===== config.mk =====
export PLATFORM = sky130hd
export DESIGN_NAME = dbpp_front
export DESIGN_NICKNAME = d
export VERILOG_FILES = /design/src/dbpp_pkg.sv /design/src/dbpp_front.sv
export SDC_FILE = /design/constraint.sdc
export NUM_CORES = 1
export LEC_CHECK = 0
export ABC_AREA = 1
export BUFFER_PORTS_ARGS = -buffer_cell sky130_fd_sc_hd__buf_2
export CORE_MARGIN = 5
export CORE_UTILIZATION = 47
export CTS_CLUSTER_DIAMETER = 120
export DETAILED_ROUTE_END_ITERATION = 6
export PLACE_DENSITY = 0.83
export SYNTH_ARGS = -nofsm -noshare
export SYNTH_HDL_FRONTEND = slang
export SYNTH_SLANG_ARGS = --single-unit

===== constraint.sdc =====
create_clock -name clk -period 3 [get_ports clk]
set_input_delay 0.6 -clock clk [delete_from_list [all_inputs] [get_ports clk]]
set_output_delay 0.6 -clock clk [all_outputs]
set_load 0.05 [all_outputs]

===== src/dbpp_pkg.sv =====
// Shared types and constants for the depth-buffered point plotter.
// No dependencies; imported by dbpp_front, dbpp_back and the top level.
package dbpp_pkg;

  localparam int DEPTH_W  = 24;
  localparam int SHADE_W  = 2;
  localparam int KIND_W   = 2;
  localparam int IDX_W    = 8;
  localparam int CFG_IDX_W = 2;
  localparam int OP_W     = 3;

  // input kinds
  localparam logic [KIND_W-1:0] KIND_CLEAR = 2'd0;
  localparam logic [KIND_W-1:0] KIND_PLOT  = 2'd1;
  localparam logic [KIND_W-1:0] KIND_READ  = 2'd2;

  // configuration register indexes
  localparam logic [CFG_IDX_W-1:0] CFG_NEAR  = 2'd0;
  localparam logic [CFG_IDX_W-1:0] CFG_FAR   = 2'd1;
  localparam logic [CFG_IDX_W-1:0] CFG_CLEAR = 2'd2;

  // shade codes
  localparam logic [SHADE_W-1:0] SHADE_BLANK  = 2'd0;
  localparam logic [SHADE_W-1:0] SHADE_FAR    = 2'd1;
  localparam logic [SHADE_W-1:0] SHADE_MIDDLE = 2'd2;
  localparam logic [SHADE_W-1:0] SHADE_NEAR   = 2'd3;

  // classified operations handed from front to back
  localparam logic [OP_W-1:0] OP_NOP   = 3'd0;
  localparam logic [OP_W-1:0] OP_CLEAR = 3'd1;
  localparam logic [OP_W-1:0] OP_PLOT  = 3'd2;
  localparam logic [OP_W-1:0] OP_READ  = 3'd3;
  localparam logic [OP_W-1:0] OP_OFF   = 3'd4;

  // register reset values, Q15.8
  localparam logic signed [DEPTH_W-1:0] RESET_NEAR  = 24'sd15360;
  localparam logic signed [DEPTH_W-1:0] RESET_FAR   = 24'sd10240;
  localparam logic signed [DEPTH_W-1:0] RESET_CLEAR = -24'sd256000;

  typedef struct packed {
    logic [OP_W-1:0]           op;
    logic signed [DEPTH_W-1:0] depth;
  } cmd_t;

  typedef struct packed {
    logic signed [DEPTH_W-1:0] near_thr;
    logic signed [DEPTH_W-1:0] far_thr;
    logic signed [DEPTH_W-1:0] clear_depth;
  } cfg_t;

endpackage


===== src/dbpp_front.sv =====
// Front end: takes input transactions, classifies them and computes the
// pixel address, then holds them in a two-entry queue. Uses dbpp_pkg.
module dbpp_front #(
  parameter int SCREEN_SIDE = 128
) (
  input  logic                                  clk,
  input  logic                                  rst,
  input  logic                                  in_valid,
  output logic                                  in_ready,
  input  logic [dbpp_pkg::KIND_W-1:0]           kind,
  input  logic signed [dbpp_pkg::IDX_W-1:0]     row_index,
  input  logic signed [dbpp_pkg::IDX_W-1:0]     col_index,
  input  logic signed [dbpp_pkg::DEPTH_W-1:0]   depth_value,
  input  logic                                  hold,
  output logic                                  head_valid,
  output dbpp_pkg::cmd_t                        head_cmd,
  output logic [$clog2(SCREEN_SIDE*SCREEN_SIDE)-1:0] head_addr,
  input  logic                                  pop
);
  import dbpp_pkg::*;

  localparam int AW = $clog2(SCREEN_SIDE * SCREEN_SIDE);
  localparam int RW = $clog2(SCREEN_SIDE);
  localparam logic [AW-1:0] SIDE_A = AW'(SCREEN_SIDE);

  cmd_t          q_cmd  [2];
  logic [AW-1:0] q_addr [2];
  logic          wr_ptr;
  logic          rd_ptr;
  logic [1:0]    count;

  cmd_t          new_cmd;
  logic [AW-1:0] new_addr;
  logic          row_ok;
  logic          col_ok;
  logic          push;

  assign row_ok = !row_index[IDX_W-1] &&
                  ({1'b0, row_index} < (IDX_W+1)'(SCREEN_SIDE));
  assign col_ok = !col_index[IDX_W-1] &&
                  ({1'b0, col_index} < (IDX_W+1)'(SCREEN_SIDE));
  assign new_addr = AW'(row_index[RW-1:0]) * SIDE_A + AW'(col_index[RW-1:0]);

  always_comb begin
    new_cmd.depth = depth_value;
    case (kind) inside
      KIND_CLEAR:           new_cmd.op = OP_CLEAR;
      KIND_PLOT, KIND_READ: begin
        if (row_ok && col_ok) begin
          new_cmd.op = (kind == KIND_PLOT) ? OP_PLOT : OP_READ;
        end else begin
          new_cmd.op = OP_OFF;
        end
      end
      default:              new_cmd.op = OP_NOP;
    endcase
  end

  assign in_ready   = (count != 2'd2) && !hold;
  assign push       = in_valid && in_ready;
  assign head_valid = (count != 2'd0);
  assign head_cmd   = q_cmd[rd_ptr];
  assign head_addr  = q_addr[rd_ptr];

  always_ff @(posedge clk) begin
    if (push) begin
      q_cmd[wr_ptr]  <= new_cmd;
      q_addr[wr_ptr] <= new_addr;
    end
  end

  always_ff @(posedge clk) begin
    if (rst) begin
      wr_ptr <= 1'b0;
      rd_ptr <= 1'b0;
      count  <= 2'd0;
    end else begin
      if (push) begin
        wr_ptr <= !wr_ptr;
      end
      if (pop) begin
        rd_ptr <= !rd_ptr;
      end
      count <= count + 2'(push) - 2'(pop);
    end
  end

endmodule


Yosys cells after proc, flatten, opt, wreduce, memory -nomap -nowiden --
Memories as Yosys holds them, arrays and structs flattened. A register that Yosys moved wholly into a read port is not among the register bits. Cells that the tools add are included.
Storage, ports and cells: flip-flop bits (word level) 4, bits in writable memories 82, input bits 47, output and inout port bits 43, logic and storage cells 36, memories kept 2
Memories:
- q_cmd | words 2, bits a word 27, read ports 1, clocked after Yosys merged registers in 1, write ports 1, RTL line dbpp_front.sv:26 | cmd_t q_cmd [2];
- q_addr | words 2, bits a word 14, read ports 1, clocked after Yosys merged registers in 1, write ports 1, RTL line dbpp_front.sv:27 | logic [AW-1:0] q_addr [2];
Cells by class: add/subtract/negate cells 3, order comparisons 2, eq/ne operators 3, multiplexer cells 10, reductions and logical operators 13
Operators by type and width (count):
- less-than comparator 8 bit (second input constant) | 2
- adder 14 x 7 -> 14 bit | 1
- two-way mux 3 bit | 3
- two-way mux 1 bit | 7
- logical AND 1 bit | 5
- zero test 1 bit | 5
- adder 2 x 1 -> 2 bit | 1
- equality test 2 x 1 -> 1 bit (second input constant) | 1
- equality test 2 bit (second input constant) | 1
- zero test 2 bit | 1
- inequality test 2 bit (second input constant) | 1
- nonzero test 2 bit | 1
- OR reduction 2 bit | 1
- subtractor 2 x 1 -> 2 bit | 1

Logic depth before layout (Yosys ltp) --
depth in word-level cells 6, depth in mapped cells 11, mapped depth without buffers 11

Worst setup path before layout --
Ideal clock, no wire load.
path type input port to flip-flop, start input hold, end memory q_addr[0][0] (netlist bit), enable pin, library setup time 0.439 ns, arrival 2.505 ns, data required time 2.561 ns, slack 0.056 ns, cell stages on the path 3, path buffers 0, cell sequence inv_1 -> nand3_1 -> nor2_1
Between the ends: cells in the longest elaborated chain, start to end 5
Ends and longest elaborated chain:
- from (decl) | RTL line dbpp_front.sv:14 | input logic hold,
- zero test 1 bit | RTL line dbpp_front.sv:59 | assign in_ready = (count != 2'd2) && !hold;
- logical AND 1 bit | RTL line dbpp_front.sv:59
- logical AND 1 bit | RTL line dbpp_front.sv:60 | assign push = in_valid && in_ready;
- two-way mux 1 bit | RTL line dbpp_front.sv:66 | if (push) begin
- two-way mux 1 bit (not written as such) | RTL line dbpp_front.sv:68 | q_addr[wr_ptr] <= new_addr;
- to (decl) | RTL line dbpp_front.sv:27
Every way passes these cells.

==> results.md <==
- For this run, the detailed router's first-pass iteration total came to 4.
- Setup violations remaining at the end of the flow were counted as 0.
- The number of diodes is 0.
- Once the clock tree was built, the setup fixing pass inserted 0 buffers.
- Clock skew on the completed layout was measured at 11.1 ps.
- Setup slack on the worst reg-to-reg path comes out at 1230 ps.
- The share of synthesized area in the top cell type comes to 0.709.
- The worst voltage drop across the vdd grid is 0.000331 V.
- The remaining global-route overflow is 0.
- Across every metal layer, demand over resource in global routing totals 0.127.
- The number of H-tree branching levels is 3.
- In the final timing run, aggregate negative setup slack is 0 ps.
- After detailed routing, the average wire length per cell comes to about 15 um.
- The die is ~96 um wide.
- Of the total synthesized cell area, the portion taken by full adders, half adders and majority gates is 0.0144.
- The capture point of the worst reg-to-reg path is q_cmd[0][18].
- The startpoint identified for the worst register-to-register timing path is count[0].
- The routed design could run at a clock period as short as ~2200 ps.
- The peak fanout along the critical path is 26.
- The compound-gate portion of the synthesized area is 0.00504.
- The post-route standard cell area excluding fillers is between 4000 and 5000 um^2.
- Of the total synthesized cell area, the portion taken by AND, OR, NAND and NOR gates is 0.0241.
- The highest clock frequency the design can meet is ~0.45 GHz.
- The number of DRC violations after detailed-routing iteration 0 is 55.
- The synthesized area per cell is 20.0 um^2.
- The critical path is of the flip-flop to output port type.
- Entering global routing, the biggest net connects 27 pins.
- Measured in cells, the most critical reg-to-reg path has a length of 5.
- The number of top-level pins is 90.
- Dividing total power by cell area gives a power density of between 600 and 700 nW/um^2.
- Once detail routing completed, the nets flagged for antenna violations numbered 0.
- The pin slew with the least headroom to its limit is between 600 and 700 ps.
- The data arrival time at the worst-slack endpoint is 1630 ps.
- The initial cell density of the core is 0.482.
- In this run the worst hold path is classified as input port to flip-flop.
- The fraction of synthesized area in multiplexers is 0.176.
- The final number of hold-violating endpoints is 0.
- CTS saw 87 sinks.
- For this design the static power due to leakage is 1.71 nW.
- The height of the die is around 96 um.
- The share of the yosys chip area belonging to registers is 0.737.
- The library cell occupying the most area in the post-synthesis netlist is sky130_fd_sc_hd__edfxtp_1.
- For the worst setup path, the data required time is ~2400 ps.
- Of the available clock period, the critical path in the final layout requires 0.743.
- The root buffer cell chosen for the clock tree is sky130_fd_sc_hd__clkbuf_8.
- Sorting the synthesized cells by area gives the leading types as sky130_fd_sc_hd__edfxtp_1, sky130_fd_sc_hd__mux2_4, sky130_fd_sc_hd__dfxtp_1.
- Detailed routing inserted a total of about 1800 vias.
- The type of element capturing the critical path is an output port.
- For this run, design rule violations remaining after detail routing come to 0.
- After clock tree synthesis, the flow added hold-fix buffers numbering 0.
- In this run the tool buffered the top-level ports with between 80 and 90 buffer cells.
- Measured against its own limit, the worst slew margin works out to 0.556.
- The routability congestion estimate from global placement is approximately 0.76.
- The total of cells resized after clock tree synthesis is 0.
- In this run the cell area measured after placement is about 4000 um^2.
- The clock passes through at most 2 buffers.
- After synthesis the cells add up to roughly 3500 um^2.
- The startpoint identified for the worst hold timing path is depth_value[17].
- The count of nets after finishing is 325.
- The share of layout cells above drive strength 1 is 0.540.
- The flow ran to the end, and the final reports show no timing, DRC or antenna violations.
- The first global-routing pass estimated between 8000 and 9000 um of wire.
- Once detailed placement completed, the half-perimeter wirelength came to around 4000 um.
- Setup repair after global routing left no endpoint under its margin.
- The clock latency reported for the late side of the worst-skew pair is ~330 ps.
- The main combinational cell family by area after synthesis is multiplexers.
- The total CTS buffers is 9.
- STA classifies the critical path startpoint as a flip-flop.
- The synthesized instance count is 174.
- The count of max-cap constraint violations is 0.
- Across all setup checks in the final design, the least slack found is 772 ps.
- TritonCTS built the clock tree.
- The final number of max-transition violations came to 0.
- The area growth from synthesis to layout is 20.6%.
- The clock input transition at the sequential cells of the worst setup and hold paths is 80 ps.
- The floorplan die area is 9210 um^2.
- The post-synth net total is approximately 230.
- The total power is between 2 and 3 mW.
- Timing analysis after detailed placement gives a worst setup slack of about 910 ps.
- Synthesis instantiated 16 different standard cells from the library.
- The total wire length is roughly 5700 um.
- After detailed routing, the number of vias per cell comes to roughly 4.6.
- The number of standard-cell rows in the floorplan is 31.
- During synthesis, Yosys emitted a total of 0 warnings.
- The number of antenna violations at the first check in global routing is 0.
- The critical path ends at head_cmd[3].
- The number of register bits inferred by synthesis is 87.
- The via count of the first global-routing pass is 1880.
- The area of the core region is 7210 um^2.
- The xor/xnor share of the synthesized area is 0.00252.
==> sequential cells by signal, summed over array words and instances, names as in the netlist, named ones only <==
| name | cells |
|---|---|
| q_addr | 28 |
| rd_ptr | 1 |
| wr_ptr | 1 |
| q_cmd | 54 |
| count | 2 |
==> critical path, stage by stage, from the launching register on <==
cell	delay, ps
sky130_fd_sc_hd__dfxtp_2	330
sky130_fd_sc_hd__buf_4	400
sky130_fd_sc_hd__mux2_4	340
sky130_fd_sc_hd__buf_2	210
==> cell families (layout without fill, tap and decap cells) <==
family / count (synthesis) / after routing
AO/OA/AOI/OAI: 3 / 3
XOR/XNOR: 1 / 1
adder cells (fa/ha/maj): 4 / 4
buffers and inverters: 18 / 122
flip-flops: 87 / 87
multiplexers: 41 / 41
AND/OR/NAND/NOR: 20 / 20
==> metal layers <==
metal	GRT usage	up-vias	share of wire
li1	-	844	-
met1	0.142	851	0.39
met2	0.225	50	0.53
met3	0.0352	6	0.068
met4	0.0569	0	0.011
met5	0	-	0
==> cell usage after synthesis <==
library cell / n
sky130_fd_sc_hd__edfxtp_1: 82
sky130_fd_sc_hd__nor3b_1: 1
sky130_fd_sc_hd__mux2_4: 40
sky130_fd_sc_hd__mux2_2: 1
sky130_fd_sc_hd__nor2_1: 8
sky130_fd_sc_hd__nand3_1: 2
sky130_fd_sc_hd__a21oi_1: 2
sky130_fd_sc_hd__buf_6: 1
sky130_fd_sc_hd__buf_12: 4
sky130_fd_sc_hd__xnor2_1: 1
sky130_fd_sc_hd__ha_1: 4
sky130_fd_sc_hd__nand4_1: 1
sky130_fd_sc_hd__nand2_1: 8
sky130_fd_sc_hd__dfxtp_1: 5
sky130_fd_sc_hd__inv_1: 13
sky130_fd_sc_hd__o21bai_1: 1
==> power by group <==
part	switching, mW	internal, mW
Combinational	0.332	0.168
Clock	0.372	0.374
Sequential	0.0163	1.39
Total	0.720	1.93
==> how the worst min path moves through the flow <==
stage	cells past startpoint	slack, ps	to
floorplan	2	480	flip-flop
global placement	2	500	rd_ptr
detailed placement	2	510	rd_ptr
CTS	1	430	q_cmd[1][6]
global route	1	420	q_cmd[0][11]
finish	1	450	q_cmd[0][17]
==> through the flow <==
step,hold WS (ps),cells,utilization
finish,448,377,0.581
global route,424,377,0.581
CTS,425,377,0.581
detailed placement,514,362,0.556
global placement,503,362,0.556
floorplan,480,174,-
==> area by class of cell <==
cell class	count	area, um^2
clock buffer	10	128
clock inverter	5	50.0
fill	582	3030
tap	99	124
timing repair buffer	94	495
inverter	13	48.8
multi-input combinational	69	779
sequential	87	2560
==> placed cells by master, fill, tap and decap left out, drive strengths merged <==
master	n
nor2	8
xnor2	1
dfxtp	5
inv	13
ha	4
clkbuf	10
edfxtp	82
nor3b	1
nand4	1
nand3	2
bufinv	1
buf	94
mux2	41
clkinvlp	1
clkinv	3
a21oi	2
nand2	8
o21bai	1
(Power assumes the default switching activity.)
